<file path="config.mk">
export PLATFORM = sky130hd
export DESIGN_NAME = nmea_lat_lon_field_extractor_flat
export DESIGN_NICKNAME = d
export VERILOG_FILES = /design/src/design/nlle_pkg.sv /design/src/design/nlle_if.sv /design/src/design/nlle_ctrl.sv /design/src/design/nlle_dp.sv /design/src/design/nmea_lat_lon_field_extractor.sv /design/src/flat_wrapper.sv
export SDC_FILE = /design/constraint.sdc
export NUM_CORES = 1
export LEC_CHECK = 0
export BUFFER_PORTS_ARGS = -buffer_cell sky130_fd_sc_hd__clkbuf_2
export CAP_MARGIN = 0
export CORE_AREA = 2 2 156 196
export CTS_CLUSTER_DIAMETER = 100
export DETAILED_ROUTE_END_ITERATION = 8
export DIE_AREA = 0 0 158 198
export PLACE_DENSITY = 0.79
export SLEW_MARGIN = 5
export SYNTH_ARGS = -nofsm -noshare
export SYNTH_HDL_FRONTEND = slang
export SYNTH_SLANG_ARGS = --single-unit
</file>
<file path="constraint.sdc">
create_clock -name clk_i -period 3.2 [get_ports clk_i]
set_input_delay 0.64 -clock clk_i [delete_from_list [all_inputs] [get_ports clk_i]]
set_output_delay 0.64 -clock clk_i [all_outputs]
set_load 0.005 [all_outputs]
</file>
<file path="src/design/nlle_pkg.sv">
// nlle_pkg: characters, command and status types shared by the
// nmea lat/lon field extractor modules
// no dependencies
package nlle_pkg;

  localparam logic [7:0] CharDollar = 8'h24;
  localparam logic [7:0] CharCr     = 8'h0D;
  localparam logic [7:0] CharLf     = 8'h0A;
  localparam logic [7:0] CharComma  = 8'h2C;
  localparam logic [7:0] CharZero   = 8'h30;

  localparam int unsigned FieldNumW = 5;  // width of the field number registers
  localparam int unsigned CmpW      = 6;  // common width for field number compares

  localparam logic [1:0] PartLatDeg = 2'd0;
  localparam logic [1:0] PartLonDeg = 2'd2;

  // controller to datapath
  typedef struct packed {
    logic accept;  // input beat taken this cycle
    logic rd;      // read both text stores at the emit index
    logic ld;      // load the output register and advance the emit index
  } dp_cmd_t;

  // datapath to controller
  typedef struct packed {
    logic recording;  // inside a sentence
    logic rx_eol;     // incoming byte is cr or lf
    logic out_free;   // output register can take a beat this cycle
    logic seq_done;   // emit index sits on the final character
  } dp_status_t;

endpackage

</file>
<file path="src/design/nlle_if.sv">
// nlle_in_if / nlle_out_if: valid/ready channels for received bytes and
// extracted characters
// no dependencies
interface nlle_in_if;
  logic       valid;
  logic       ready;
  logic [7:0] rx_byte;

  modport source (output valid, output rx_byte, input ready);
  modport sink   (input valid, input rx_byte, output ready);
endinterface

interface nlle_out_if;
  logic       valid;
  logic       ready;
  logic [7:0] out_char;
  logic [1:0] part;
  logic       last;

  modport source (output valid, output out_char, output part, output last, input ready);
  modport sink   (input valid, input out_char, input part, input last, output ready);
endinterface

</file>
<file path="src/design/nlle_ctrl.sv">
// nlle_ctrl: sequencer for byte intake and character emission
// depends on nlle_pkg
module nlle_ctrl (
  input  logic                 clk_i,
  input  logic                 rst_ni,
  input  logic                 in_valid_i,
  output logic                 in_ready_o,
  input  nlle_pkg::dp_status_t status_i,
  output nlle_pkg::dp_cmd_t    cmd_o
);

  localparam logic [1:0] StIdle = 2'd0;
  localparam logic [1:0] StRead = 2'd1;
  localparam logic [1:0] StLoad = 2'd2;

  logic [1:0] state_q, state_d;

  always_comb begin
    state_d    = state_q;
    in_ready_o = 1'b0;
    cmd_o      = '0;
    unique case (state_q)
      StIdle: begin
        in_ready_o   = 1'b1;
        cmd_o.accept = in_valid_i;
        if (in_valid_i && status_i.recording && status_i.rx_eol) begin
          state_d = StRead;
        end
      end
      StRead: begin
        cmd_o.rd = 1'b1;
        state_d  = StLoad;
      end
      StLoad: begin
        if (status_i.out_free) begin
          cmd_o.ld = 1'b1;
          state_d  = status_i.seq_done ? StIdle : StRead;
        end
      end
      default: begin
        state_d = StIdle;
      end
    endcase
  end

  always_ff @(posedge clk_i or negedge rst_ni) begin
    if (!rst_ni) begin
      state_q <= StIdle;
    end else begin
      state_q <= state_d;
    end
  end

endmodule

</file>
<file path="src/design/nlle_dp.sv">
// nlle_dp: sentence counters, latitude/longitude text stores and the
// output register
// depends on nlle_pkg
module nlle_dp #(
  parameter int unsigned FIELD_LEN      = 20,
  parameter int unsigned FIELD_LIMIT    = 20,
  parameter int unsigned LINE_LEN       = 100,
  parameter int unsigned LAT_DEG_DIGITS = 2,
  parameter int unsigned LON_DEG_DIGITS = 3
) (
  input  logic                              clk_i,
  input  logic                              rst_ni,
  input  nlle_pkg::dp_cmd_t                 cmd_i,
  output nlle_pkg::dp_status_t              status_o,
  input  logic [7:0]                        rx_byte_i,
  input  logic [nlle_pkg::FieldNumW-1:0]    lat_num_i,
  input  logic [nlle_pkg::FieldNumW-1:0]    lon_num_i,
  input  logic                              out_ready_i,
  output logic                              out_valid_o,
  output logic [7:0]                        out_char_o,
  output logic [1:0]                        out_part_o,
  output logic                              out_last_o
);

  localparam int unsigned TextCap = FIELD_LEN - 1;
  localparam int unsigned AW      = $clog2(TextCap);
  localparam int unsigned CW      = $clog2(FIELD_LEN);
  localparam int unsigned FW      = $clog2(FIELD_LIMIT + 1);
  localparam int unsigned LW      = $clog2(LINE_LEN);

  logic          recording_q, recording_d;
  logic [LW-1:0] line_cnt_q, line_cnt_d;
  logic [FW-1:0] field_cnt_q, field_cnt_d;
  logic [CW-1:0] cif_q, cif_d;
  logic [CW-1:0] lat_len_q, lat_len_d;
  logic [CW-1:0] lon_len_q, lon_len_d;
  logic          sel_q, sel_d;        // 0 latitude, 1 longitude
  logic [CW-1:0] idx_q, idx_d;

  logic [7:0] lat_mem [TextCap];
  logic [7:0] lon_mem [TextCap];
  logic [7:0] lat_rd_q, lon_rd_q;

  logic          out_valid_q;
  logic [7:0]    out_char_q;
  logic [1:0]    out_part_q;
  logic          out_last_q;

  logic          is_dollar, is_eol, is_comma;
  logic          lat_wr, lon_wr;
  logic [CW-1:0] wr_addr;
  logic          take;
  logic          lat_hit, lon_hit;
  logic [CW-1:0] cur_len, last_idx;
  logic          idx_last;
  logic          deg_char;
  logic [7:0]    emit_char;

  function automatic logic [nlle_pkg::CmpW-1:0] CmpCast(input logic [FW-1:0] v);
    CmpCast = nlle_pkg::CmpW'(v);
  endfunction

  function automatic logic [nlle_pkg::CmpW-1:0] CmpCastN(
    input logic [nlle_pkg::FieldNumW-1:0] v
  );
    CmpCastN = nlle_pkg::CmpW'(v);
  endfunction

  function automatic logic [1:0] PartCode(input logic sel, input logic deg);
    PartCode = (sel ? nlle_pkg::PartLonDeg : nlle_pkg::PartLatDeg) + {1'b0, ~deg};
  endfunction

  assign is_dollar = (rx_byte_i == nlle_pkg::CharDollar);
  assign is_eol    = (rx_byte_i == nlle_pkg::CharCr) || (rx_byte_i == nlle_pkg::CharLf);
  assign is_comma  = (rx_byte_i == nlle_pkg::CharComma);

  assign lat_hit = (CmpCast(field_cnt_q) == CmpCastN(lat_num_i));
  assign lon_hit = (CmpCast(field_cnt_q) == CmpCastN(lon_num_i));

  // emission bookkeeping
  assign cur_len  = sel_q ? lon_len_q : lat_len_q;
  assign last_idx = (cur_len == '0) ? '0 : cur_len - CW'(1);
  assign idx_last = (idx_q == last_idx);
  assign deg_char = sel_q ? ({{(32-CW){1'b0}}, idx_q} < 32'(LON_DEG_DIGITS))
                          : ({{(32-CW){1'b0}}, idx_q} < 32'(LAT_DEG_DIGITS));
  assign emit_char = sel_q ? ((lon_len_q == '0) ? nlle_pkg::CharZero : lon_rd_q)
                           : ((lat_len_q == '0) ? nlle_pkg::CharZero : lat_rd_q);

  always_comb begin
    recording_d = recording_q;
    line_cnt_d  = line_cnt_q;
    field_cnt_d = field_cnt_q;
    cif_d       = cif_q;
    lat_len_d   = lat_len_q;
    lon_len_d   = lon_len_q;
    sel_d       = sel_q;
    idx_d       = idx_q;
    lat_wr      = 1'b0;
    lon_wr      = 1'b0;
    wr_addr     = cif_q;
    take        = 1'b0;

    if (cmd_i.accept) begin
      priority if (is_dollar) begin
        // '$' restarts and is itself the first character of field 0
        recording_d = 1'b1;
        line_cnt_d  = LW'(1);
        field_cnt_d = '0;
        cif_d       = CW'(1);
        wr_addr     = '0;
        lat_wr      = (lat_num_i == '0);
        lon_wr      = (lon_num_i == '0);
        lat_len_d   = (lat_num_i == '0) ? CW'(1) : '0;
        lon_len_d   = (lon_num_i == '0) ? CW'(1) : '0;
      end else if (!recording_q) begin
        recording_d = recording_q;
      end else if (is_eol) begin
        recording_d = 1'b0;
        line_cnt_d  = '0;
        sel_d       = 1'b0;
        idx_d       = '0;
      end else begin
        if (line_cnt_q < LW'(LINE_LEN - 1)) begin
          line_cnt_d = line_cnt_q + LW'(1);
          take       = 1'b1;
        end
      end
    end

    if (take && (field_cnt_q < FW'(FIELD_LIMIT))) begin
      if (is_comma) begin
        field_cnt_d = field_cnt_q + FW'(1);
        cif_d       = '0;
      end else if (cif_q < CW'(TextCap)) begin
        lat_wr = lat_hit;
        lon_wr = lon_hit;
        if (lat_hit) lat_len_d = cif_q + CW'(1);
        if (lon_hit) lon_len_d = cif_q + CW'(1);
        cif_d = cif_q + CW'(1);
      end
    end

    if (cmd_i.ld) begin
      if (idx_last) begin
        sel_d = 1'b1;
        idx_d = '0;
      end else begin
        idx_d = idx_q + CW'(1);
      end
    end
  end

  always_ff @(posedge clk_i or negedge rst_ni) begin
    if (!rst_ni) begin
      recording_q <= 1'b0;
      line_cnt_q  <= '0;
      field_cnt_q <= '0;
      cif_q       <= '0;
      lat_len_q   <= '0;
      lon_len_q   <= '0;
      sel_q       <= 1'b0;
      idx_q       <= '0;
      out_valid_q <= 1'b0;
    end else begin
      recording_q <= recording_d;
      line_cnt_q  <= line_cnt_d;
      field_cnt_q <= field_cnt_d;
      cif_q       <= cif_d;
      lat_len_q   <= lat_len_d;
      lon_len_q   <= lon_len_d;
      sel_q       <= sel_d;
      idx_q       <= idx_d;
      if (cmd_i.ld) begin
        out_valid_q <= 1'b1;
      end else if (out_ready_i) begin
        out_valid_q <= 1'b0;
      end
    end
  end

  // text stores: one write port, one registered read port each
  always_ff @(posedge clk_i) begin
    if (lat_wr) lat_mem[wr_addr[AW-1:0]] <= rx_byte_i;
    if (lon_wr) lon_mem[wr_addr[AW-1:0]] <= rx_byte_i;
    if (cmd_i.rd) begin
      lat_rd_q <= lat_mem[idx_q[AW-1:0]];
      lon_rd_q <= lon_mem[idx_q[AW-1:0]];
    end
  end

  // output payload
  always_ff @(posedge clk_i) begin
    if (cmd_i.ld) begin
      out_char_q <= emit_char;
      out_part_q <= PartCode(sel_q, deg_char);
      out_last_q <= sel_q & idx_last;
    end
  end

  assign status_o.recording = recording_q;
  assign status_o.rx_eol    = is_eol;
  assign status_o.out_free  = !out_valid_q || out_ready_i;
  assign status_o.seq_done  = sel_q & idx_last;

  assign out_valid_o = out_valid_q;
  assign out_char_o  = out_char_q;
  assign out_part_o  = out_part_q;
  assign out_last_o  = out_last_q;

endmodule

</file>
<file path="src/design/nmea_lat_lon_field_extractor.sv">
// nmea_lat_lon_field_extractor: top level, apb field number registers,
// controller and datapath
// depends on nlle_pkg, nlle_in_if, nlle_out_if, nlle_ctrl, nlle_dp
//
//  channel  dir  beat payload                     handshake
//  rx_i     in   rx_byte[7:0]                     valid/ready
//  res_o    out  out_char[7:0] part[1:0] last     valid/ready
//  apb      in   lat_field_number @0x0, lon_field_number @0x4 (5 bits each)
//
// an ordinary byte is taken and the block stays ready for the next one
// a cr/lf inside a sentence starts emission: each character takes a store
// read, then an output register load, for up to 2*(FIELD_LEN-1) characters,
// and no further byte is taken until the final character is loaded
// a stalled result holds the emission in place; the output register lets the
// next byte be taken while the final character still waits
// reset clears control state only; text stores are not cleared
module nmea_lat_lon_field_extractor #(
  parameter int unsigned FIELD_LEN      = 20,
  parameter int unsigned FIELD_LIMIT    = 20,
  parameter int unsigned LINE_LEN       = 100,
  parameter int unsigned LAT_DEG_DIGITS = 2,
  parameter int unsigned LON_DEG_DIGITS = 3
) (
  input  logic        clk_i,
  input  logic        rst_ni,
  nlle_in_if.sink     rx_i,
  nlle_out_if.source  res_o,
  input  logic        psel,
  input  logic        penable,
  input  logic        pwrite,
  input  logic [2:0]  paddr,
  input  logic [31:0] pwdata,
  output logic [31:0] prdata,
  output logic        pready
);

  localparam logic RegLat = 1'b0;
  localparam logic RegLon = 1'b1;

  logic [nlle_pkg::FieldNumW-1:0] lat_num_q, lon_num_q;
  logic                           cfg_wr;
  nlle_pkg::dp_cmd_t              cmd;
  nlle_pkg::dp_status_t           status;

  // configuration registers, written in the apb access phase
  assign pready = 1'b1;
  assign cfg_wr = psel && penable && pwrite;

  always_ff @(posedge clk_i or negedge rst_ni) begin
    if (!rst_ni) begin
      lat_num_q <= nlle_pkg::FieldNumW'(2);
      lon_num_q <= nlle_pkg::FieldNumW'(4);
    end else if (cfg_wr) begin
      unique case (paddr[2])
        RegLat:  lat_num_q <= pwdata[nlle_pkg::FieldNumW-1:0];
        RegLon:  lon_num_q <= pwdata[nlle_pkg::FieldNumW-1:0];
        default: lat_num_q <= lat_num_q;
      endcase
    end
  end

  always_comb begin
    unique case (paddr[2])
      RegLat:  prdata = 32'(lat_num_q);
      RegLon:  prdata = 32'(lon_num_q);
      default: prdata = '0;
    endcase
  end

  // sequencer: owns input ready and emission pacing
  nlle_ctrl u_ctrl (
    .clk_i      (clk_i),
    .rst_ni     (rst_ni),
    .in_valid_i (rx_i.valid),
    .in_ready_o (rx_i.ready),
    .status_i   (status),
    .cmd_o      (cmd)
  );

  // counters, text stores and output register
  nlle_dp #(
    .FIELD_LEN      (FIELD_LEN),
    .FIELD_LIMIT    (FIELD_LIMIT),
    .LINE_LEN       (LINE_LEN),
    .LAT_DEG_DIGITS (LAT_DEG_DIGITS),
    .LON_DEG_DIGITS (LON_DEG_DIGITS)
  ) u_dp (
    .clk_i       (clk_i),
    .rst_ni      (rst_ni),
    .cmd_i       (cmd),
    .status_o    (status),
    .rx_byte_i   (rx_i.rx_byte),
    .lat_num_i   (lat_num_q),
    .lon_num_i   (lon_num_q),
    .out_ready_i (res_o.ready),
    .out_valid_o (res_o.valid),
    .out_char_o  (res_o.out_char),
    .out_part_o  (res_o.part),
    .out_last_o  (res_o.last)
  );

endmodule

</file>
<file path="src/flat_wrapper.sv">
// flat-port wrapper written by rule: the top's interface ports become plain ports
module nmea_lat_lon_field_extractor_flat 
#(
  parameter int unsigned FIELD_LEN      = 20,
  parameter int unsigned FIELD_LIMIT    = 20,
  parameter int unsigned LINE_LEN       = 100,
  parameter int unsigned LAT_DEG_DIGITS = 2,
  parameter int unsigned LON_DEG_DIGITS = 3
)
  (clk_i, rst_ni, psel, penable, pwrite, paddr, pwdata, prdata, pready, rx_i_valid, rx_i_rx_byte, rx_i_ready, res_o_valid, res_o_out_char, res_o_part, res_o_last, res_o_ready);
  nlle_in_if rx_i_i ();
  nlle_out_if res_o_i ();
  input  logic clk_i;
  input  logic rst_ni;
  input  logic psel;
  input  logic penable;
  input  logic pwrite;
  input  logic [2:0] paddr;
  input  logic [31:0] pwdata;
  output logic [31:0] prdata;
  output logic pready;
  input wire logic [$bits(rx_i_i.valid)-1:0] rx_i_valid;
  input wire logic [$bits(rx_i_i.rx_byte)-1:0] rx_i_rx_byte;
  output wire logic [$bits(rx_i_i.ready)-1:0] rx_i_ready;
  output wire logic [$bits(res_o_i.valid)-1:0] res_o_valid;
  output wire logic [$bits(res_o_i.out_char)-1:0] res_o_out_char;
  output wire logic [$bits(res_o_i.part)-1:0] res_o_part;
  output wire logic [$bits(res_o_i.last)-1:0] res_o_last;
  input wire logic [$bits(res_o_i.ready)-1:0] res_o_ready;
  assign rx_i_i.valid = rx_i_valid;
  assign rx_i_i.rx_byte = rx_i_rx_byte;
  assign rx_i_ready = rx_i_i.ready;
  assign res_o_valid = res_o_i.valid;
  assign res_o_out_char = res_o_i.out_char;
  assign res_o_part = res_o_i.part;
  assign res_o_last = res_o_i.last;
  assign res_o_i.ready = res_o_ready;
  nmea_lat_lon_field_extractor #(.FIELD_LEN(FIELD_LEN), .FIELD_LIMIT(FIELD_LIMIT), .LINE_LEN(LINE_LEN), .LAT_DEG_DIGITS(LAT_DEG_DIGITS), .LON_DEG_DIGITS(LON_DEG_DIGITS)) u_core (.clk_i(clk_i), .rst_ni(rst_ni), .rx_i(rx_i_i), .res_o(res_o_i), .psel(psel), .penable(penable), .pwrite(pwrite), .paddr(paddr), .pwdata(pwdata), .prdata(prdata), .pready(pready));
endmodule
</file>
# Word-level counts from Yosys, hierarchy flattened
# Memories as Yosys holds them, arrays and structs flattened. A register that Yosys moved wholly into a read port is not among the register bits.
# Index checks and enable logic that the tools add are counted.
dict set report word_totals {
  input_bits 50
  ramBits 304
  regBits 58
  n_memories 2
  wordCells 150
}
dict set report classes {
  add_sub_neg 6
  bitwise_logic 3
  n_eq_ne 12
  n_reduce_logical 25
  muxes 82
  n_lt_le_gt_ge 5
}
# name depth width read_ports rd_clocked_by_memory_dff wr line
set memory_table {}
lappend memory_table {u_core.u_dp.lat_mem 19 8 1 1 1 nlle_dp.sv:40} ;# logic [7:0] lat_mem [TextCap];
lappend memory_table {u_core.u_dp.lon_mem 19 8 1 1 1 nlle_dp.sv:41} ;# logic [7:0] lon_mem [TextCap];
# op count
set ops {}
lappend ops {{5-bit two-way mux} 31}
lappend ops {{32-bit one-hot mux with 2 select lines} 1}
lappend ops {{1-bit two-way mux} 39}
lappend ops {{7-bit two-way mux} 4}
lappend ops {{5-bit zero test} 5}
lappend ops {{8-bit two-way mux} 3}
lappend ops {{8-bit by 4-bit equality test with 1-bit output (second input constant)} 2}
lappend ops {{8-bit by 6-bit equality test with 1-bit output (second input constant)} 2}
lappend ops {{5-bit by 1-bit adder with 5-bit output (second input constant)} 3}
lappend ops {{5-bit equality test} 3}
lappend ops {{5-bit by 2-bit less-than comparator with 1-bit output (second input constant)} 2}
lappend ops {{5-bit less-than comparator (second input constant)} 2}
lappend ops {{2-bit nonzero test} 5}
lappend ops {{7-bit by 1-bit adder with 7-bit output (second input constant)} 1}
lappend ops {{7-bit less-than comparator (second input constant)} 1}
lappend ops {{2-bit two-way mux} 3}
lappend ops {{2-bit one-hot mux with 3 select lines} 1}
lappend ops {{2-bit AND reduction} 3}
lappend ops {{1-bit logical AND} 5}
lappend ops {{5-bit by 1-bit subtractor with 5-bit output (second input constant)} 1}
lappend ops {{2-bit by 1-bit != test with 1-bit output (second input constant)} 2}
lappend ops {{4-bit AND reduction} 1}
lappend ops {{3-bit AND reduction} 1}
lappend ops {{3-bit nonzero test} 1}
lappend ops {{other kinds (9)} 11}

# Logic depth before layout (Yosys ltp)
# Gate-level depths: netlist (run 1).
dict set report logic_depth {
  ltp_word 10
  mapped_depth 10
}

# Hierarchy
# From an unflattened synthesis (run 1), not the netlist that was laid out.
dict set report hier_totals {
  hier_cells 997
  hier_area_um2 15961.6
}
# mod cells_each area_per_inst_um2 n_inst seq_area_each_um2
set by_module_without_submodules {}
lappend by_module_without_submodules {nlle_dp 927 15153.3 1 10815.4}
lappend by_module_without_submodules {nmea_lat_lon_field_extractor 58 686.9 1 252.7}
lappend by_module_without_submodules {nlle_ctrl 12 121.4 1 50.0}

# Least setup slack after synthesis (run 1)
# OpenSTA, ideal clock, no wires.
dict set report synth_path {
  path_kind {input to register}
  start {input rx_i_rx_byte[0]}
  end {memory u_core.u_dp.lat_mem[12][0], enable pin}
  path_slack_ps 413
  required_ps 2817
  t_arrival_ps 2404
  cell_stages 7
  setup_time_ps 383
  path_buffers 2
  path_cell_list {buf_2 > o21bai_1 > a21boi_0 > nor2_1 > buf_2 > nand4_1 > nor3_1}
}
dict set report synth_between {
  elab_chain_len 10
  elab_cells_between_ends 19
}
# element line
set synth_rtl {}
lappend synth_rtl {{start, declared} flat_wrapper.sv:23} ;# input wire logic [$bits(rx_i_i.rx_byte)-1:0] rx_i_rx_byte;
lappend synth_rtl {{8-bit by 4-bit equality test with 1-bit output} nlle_dp.sv:74} ;# assign is_eol = (rx_byte_i == nlle_pkg::CharCr) || (rx_byte_i == nlle_pkg::CharLf);
lappend synth_rtl {{1-bit logical OR} nlle_dp.sv:74}
lappend synth_rtl {{1-bit two-way mux} nlle_dp.sv:117} ;# end else if (is_eol) begin
lappend synth_rtl {{1-bit two-way mux} nlle_dp.sv:115} ;# end else if (!recording_q) begin
lappend synth_rtl {{1-bit two-way mux} nlle_dp.sv:104} ;# priority if (is_dollar) begin
lappend synth_rtl {{1-bit two-way mux} nlle_dp.sv:103} ;# if (cmd_i.accept) begin
lappend synth_rtl {{1-bit logical AND} nlle_dp.sv:130} ;# if (take && (field_cnt_q < FW'(FIELD_LIMIT))) begin
lappend synth_rtl {{1-bit two-way mux} nlle_dp.sv:130}
lappend synth_rtl {{1-bit two-way mux} nlle_dp.sv:183} ;# if (lat_wr) lat_mem[wr_addr[AW-1:0]] <= rx_byte_i;
lappend synth_rtl {{1-bit two-way mux (implied by the code)} nlle_dp.sv:183}
lappend synth_rtl {{end, declared} nlle_dp.sv:40}
# Parallel ways exist; a longest one is shown, timed or not.

==> impl_results.md, run 1 <==
- GR peak layer: met2
- Mapped Area: 16000 sq um
- Path depth of the worst reg2reg path: 8
- Actual slew at the worst max-slew pin: 1.07 ns
- Pleak: 6.13 nW
- P_int: 9.42 mW
- Worst Setup SP: u_core.u_dp.lon_len_q[0]
- Nets@finish: 1120
- Post-synthesis instance total: 959
- Reg2reg start: u_core.u_dp.lon_len_q[0]
- GR Util met3: 0.0392
- Ant. Diodes: 0
- RSZ-0062 raised after global routing: no
- Die area: 31300 sq um
- First-pass detailed-route iteration total: 6
- Die width: 158 um
- Gr ovfl total: 0
- Die Y: 198 um
- Syn_area_per_cell: 16.6 sq um
- Initial antenna violation count: 0
- Critical path depth: 8
- Gpl congestion: 0.850
- Final Hold Viols: 0
- IO buf count: 38
- Layout Utilization: 0.610
- Routed vias: 8832
- Status: complete, no violations
- Gr usage total: 0.221
- M2 GR Usage: 0.365
- Root Driver: clkbuf_16
- FP Rows: 71
- Largest net degree at the start of global routing: 42
- I/O pin cnt: 96
- Register area share after synthesis: 0.696
- Max incr delay on CP: 0.52 ns
- Max cap viols: 0
- First-pass GRT wire length: 51200 um
- Clock Tree Buf Depth: 3
- Vias in the first global route: 8929
- Clock network fraction of design power: 0.302
- Highest-delay cell along the critical path: nor3_1
- Total power: 13.2 mW
- Synth area leaders: edfxtp_1, mux4_2, dfrtp_1, mux2i_1, mux2_2
- Fin crit share: 0.939
- Critical path peak fanout: 5
- CP Cell Sequence: mux2_2 > inv_1 > ha_1 > nor4b_2 > o21ai_0 > a21oi_1 > o2111ai_1 > nor3_1
- Dpl hpwl: 21500 um
- Grt met1 use: 0.285
- # setup viols final: 0
- CTS H-tree depth: 2
- Number of synthesized flops with an enable pin: 331
- Yosys warning count: 0
- Hold WS: 0.0253 ns
- Fin. max-slew vios: 0
- Starting DRT DRC Count: 838
- Worst VDD drop: 0.503 mV
- Worst-Skew Late Latency: 0.53 ns
- Number of buffers created by CTS: 35
- Max Freq: 333 MHz
- Switching share of power: 0.285
- Core Box Area: 29700 sq um
- Post-CTS setup buffers: 0
- Avg Vias per Cell: 5.93
- Dpl ws: -0.182 ns
- Crit start category: flip-flop
- Residual DRC: 0
- Netlist cell types: 69
- WL per Instance: 22.3 um
- Min Tclk post-route: 3.00 ns
- Delay-heaviest family, CP: simple AND/OR/NAND/NOR gates
- Part of the power in registers: 0.461
- Async SR Flop Fraction: 0.124
- WP buf/inv: 1
- Leading area contributor after synthesis: edfxtp_1
- Clock transition at the registers of the reported paths: 0.07 ns
- Initial Util: 0.538
- CP Data Required Time: 3.43 ns
- Worst setup margin: 0.197 ns
- Clock Skew: 0.0213 ns
- Final setup TNS: 0 ns
- PwrDens: 728 nW/um^2
- Worst Path Arrival: 3.23 ns
- Combinational Power Share: 0.236
- CTS Sinks: 378
- Area share of the largest cell type after synthesis: 0.623
- Area grow syn2layout: 13.5%
- Max-slew headroom: 0.287
- Share of cells above drive strength 1: 0.270
- Top_reg_cell synth: edfxtp_1
- CTS tree: done
- Kind of critical path: reg2reg
- Sw Pwr: 3.76 mW
- Critical Path End Type: flip-flop
- Synthesized flop and latch total: 378
- Drt total wl: 33300 um
- Antenna-violating nets left: 0
- Hold Crit Class: in2async
-- cells in the mapped netlist, types with 3 or more instances --
cell type and number:
mux2_2 33, buf_2 14, o21ai_0 24, mux2i_1 46, a31oi_1 4, or2_2 3
a22oi_1 3, o211ai_1 4, nor2b_1 14, o311ai_0 16, xor2_1 8, inv_1 9
nor2_1 34, buf_4 28, nand4_1 8, ha_1 5, clkbuf_1 23, a21oi_1 13
nand2_1 87, nor3_1 31, nand2b_1 4, buf_1 9, xnor2_1 12, o2bb2ai_1 3
a22o_1 8, or4_1 4, edfxtp_1 331, mux4_2 64, o21bai_1 3, and3_1 7
nand3_1 12, dfrtp_1 45
-- final cells by class --
| cell class | count | area (sq um) |
|---|---|---|
| Clock buffer | 43 | 927 |
| Multi-Input combinational cell | 521 | 4520 |
| Fill cell | 2105 | 11600 |
| Tap cell | 401 | 502 |
| Clock inverter | 18 | 163 |
| Sequential cell | 378 | 11100 |
| Timing Repair Buffer | 119 | 836 |
| Inverter | 10 | 37.5 |
-- sequential cells by signal (all words and copies together) (netlist names) --
name	flops
u_core.u_dp.lat_mem	152
u_core.u_dp.lon_mem	152
u_core.u_dp.lat_rd_q	8
u_core.u_dp.lon_rd_q	8
u_core.u_dp.out_char_o	8
u_core.u_dp.line_cnt_q	7
u_core.lat_num_q	5
u_core.lon_num_q	5
u_core.u_dp.cif_q	5
u_core.u_dp.field_cnt_q	5
u_core.u_dp.idx_q	5
u_core.u_dp.lat_len_q	5
u_core.u_dp.lon_len_q	5
u_core.u_ctrl.state_q	2
u_core.u_dp.out_part_o	2
u_core.u_dp.out_last_o	1
u_core.u_dp.out_valid_o	1
u_core.u_dp.recording_q	1
u_core.u_dp.sel_q	1
-- through the flow --
stage               instance area, sq um  std cells
detailed placement                 17000       1429
CTS                                18100       1490
global placement                   17000       1429
finish                             18100       1490
global route                       18100       1490
floorplan                          16100        985
-- repair_timing --
action	CTS	global route
hold buffers	0	0
resized for setup	4	3
setup endpoints to repair	24	24
endpoints found under the hold margin	0	0
-- cell usage in the layout, fill, tap and decap left out, drive strengths merged, types with 12 or more instances in the layout --
cell type	count
a21oi	13
buf	81
clkbuf	81
clkinv	14
conb	28
dfrtp	45
edfxtp	331
inv	12
mux2	33
mux2i	46
mux4	64
nand2	88
nand3	13
nor2	35
nor2b	14
nor3	33
o21ai	24
o311ai	16
xnor2	12
-- power groups by stage --
stage | clock network [mW] | registers, mW | logic (mW)
finish | 3.98 | 6.08 | 3.12
global route | 4.22 | 6.12 | 3.36
CTS | 4.04 | 6.07 | 3.13
detailed placement | 0 | 6.18 | 3.08
global placement | 0 | 6.16 | 3.01
floorplan | 0 | 5.84 | 2.42
-- logic make-up after synthesis --
logic type	Yosys count	synth area share
DFF	378	0.696
and+or+nand+nor	227	0.0716
buffers and inverters	86	0.0288
AOI/OAI and AO/OA	98	0.0454
muxes	143	0.142
xor gates and xnor gates	20	0.0110
other	2	0.000470
adders and majority gates	5	0.00392
-- worst paths after layout --
kind                       slack, ns                         to
max                             0.20     u_core.u_dp.out_last_o
min                             0.03    u_core.u_dp.recording_q
max reg2reg                     0.20     u_core.u_dp.out_last_o
min reg2reg                     0.50  u_core.u_dp.line_cnt_q[6]
max in group asynchronous       2.51        u_core.lon_num_q[2]
min in group clk_i              0.36        u_core.lat_num_q[4]
-- metal layers --
layer  part of all wire  wire [um]
met2               0.50      16700
met3              0.060       1980
met4              0.046       1530
met5                  0          0
met1               0.39      13100
Power figures use the tool's default switching activity.
==> run 2, diff against run 1 <==
Settings changed: CORE_AREA 2 2 156 196 to 2 2 163 205, DIE_AREA 0 0 158 198 to 0 0 165 207, PLACE_DENSITY 0.79 to 0.74.
==> impl_results.md, run 2 (synthesis results as in run 1) <==
- Status: complete, no violations
- Clock Tree Buf Depth: 3
- CTS tree: done
- Share of cells above drive strength 1: 0.260
- Core Box Area: 32300 sq um
- Most frequent cells in the layout: edfxtp_1, nand2_1, buf_4
- Initial Util: 0.494
- Max incr delay on CP: 0.64 ns
- PwrDens: 748 nW/um^2
- Placement Cell Area: 16900 sq um
- Area of the multi-input gates: 4500 sq um
- # setup viols final: 0
- First-pass detailed-route iteration total: 6
- Gpl congestion: 0.841
- Clock transition at the registers of the reported paths: 0.07 ns
- Vias in the first global route: 8740
- Filler cell count: 2437
- CP Data Required Time: 3.35 ns
- Max-slew headroom: 0.276
- First-pass GRT wire length: 51300 um
- Crit start category: flip-flop
- Max Freq: 330 MHz
- Worst-Skew Late Latency: 0.54 ns
- Highest-delay cell along the critical path: nor2_1
- Gr usage total: 0.202
- Initial antenna violation count: 3
- Final setup TNS: 0 ns
- Total power: 13.6 mW
- Worst Path Arrival: 3.18 ns
- Number of buffers created by CTS: 36
- FP Rows: 74
- WL met1: 13400 um
- Die area: 34200 sq um
- Dpl hpwl: 22000 um
- Root Driver: clkbuf_16
- CP Cell Sequence: a211oi_4 > o32ai_4 > or4_4 > nor3_4 > buf_4 > nand3_1 > buf_4 > nor2_1
- Dpl ws: -0.126 ns
- Gr ovfl total: 0
- Reg2reg start: u_core.u_dp.cif_q[0]
- Path depth of the worst reg2reg path: 8
- Final Hold Viols: 0
- Critical path peak fanout: 8
- Nets@finish: 1110
- Design area: 18100 sq um
- Starting DRT DRC Count: 733
- Worst reg-to-reg setup slack: 0.17 ns
- Finished Layout Cells: 1501
- Die width: 165 um
- Met3 Wirelength: 1860 um
- Fin. max-slew vios: 0
- CTS H-tree depth: 2
- Max cap viols: 0
- Sequential cell area: 11100 sq um
- Pleak: 6.13 nW
- Clock Skew: 0.0241 ns
- Residual DRC: 0
- Post-Place Cells: 1435
- Die Y: 207 um
- Highest Signal Layer: met4
- Worst setup margin: 0.169 ns
- IO buf count: 38
- Worst VDD drop: 0.481 mV
- Fin crit share: 0.947
- Hold Crit Class: in2async
- Avg Vias per Cell: 5.77
- I/O pin cnt: 96
- Drt total wl: 33600 um
- Actual slew at the worst max-slew pin: 1.09 ns
- Layout Utilization: 0.562
- CTS Sinks: 378
- Hold-fix buffer count after cts: 0
- Largest net degree at the start of global routing: 39
- Min Tclk post-route: 3.03 ns
- Area grow syn2layout: 13.7%
- Most common cell after layout, fill and taps aside: edfxtp_1
- Met2 wire len: 17000 um
- Post-CTS setup buffers: 0
- Antenna-violating nets left: 0
- Cells resized by post-CTS repair: 0
- Critical Path End Type: flip-flop
- Reg2reg end: u_core.u_dp.lon_mem[14][2]
- Routed vias: 8660
- RSZ-0062 raised after global routing: no
- Kind of critical path: reg2reg
- Critical path's most frequent cell: buf_4
- Hold WS: 0.188 ns
- WL per Instance: 22.4 um
## run 2: how the worst max path moves through the flow
stage	startpoint	end	slack, ns
2_1_floorplan	rx_i_rx_byte[0]	u_core.u_dp.lat_mem[12][0]	0.41
3_5_place_dp	rx_i_rx_byte[6]	u_core.u_dp.lon_mem[14][2]	-0.13
6_report	u_core.u_dp.cif_q[0]	u_core.u_dp.lon_mem[14][2]	0.17
5_1_grt	u_core.u_dp.line_cnt_q[1]	u_core.u_dp.lat_mem[16][3]	0.05
4_1_cts	u_core.u_dp.line_cnt_q[1]	u_core.u_dp.lat_mem[17][3]	0.15
3_3_place_gp	rx_i_rx_byte[6]	u_core.u_dp.lon_mem[14][2]	-0.06
## run 2: critical path, delay by kind of cell, from the launching register on
| family | cells | cell delay (ns) |
|---|---|---|
| AND/OR/NAND/NOR | 4 | 1.45 |
| AO/OA/AOI/OAI | 2 | 0.46 |
| flip-flops | 1 | 0.41 |
| buffers and inverters | 2 | 0.34 |
## run 2: per-layer routing
layer | vias to the layer above | global-route usage
met1 | 4370 | 0.269
li1 | 3904 | -
met4 | 0 | 0.0777
met2 | 304 | 0.336
met3 | 82 | 0.0290
met5 | - | 0
## run 2: power breakdown
part / switching, mW / leakage [nW] / total (mW) / internal, mW
Clock: 1.78 / 0.590 / 4.32 / 2.54
Combinational: 1.56 / 1.95 / 3.15 / 1.59
Sequential: 0.470 / 3.59 / 6.10 / 5.63
## run 2: final cells by class
class / count / share of cell area
timing repair buffer: 108 / 0.0422
inverter: 10 / 0.00207
tap: 418 / 0.0288
clock buffer: 41 / 0.0524
clock inverter: 24 / 0.0134
sequential: 378 / 0.613
multi-input combinational: 521 / 0.248
antenna: 1 / 0.000138
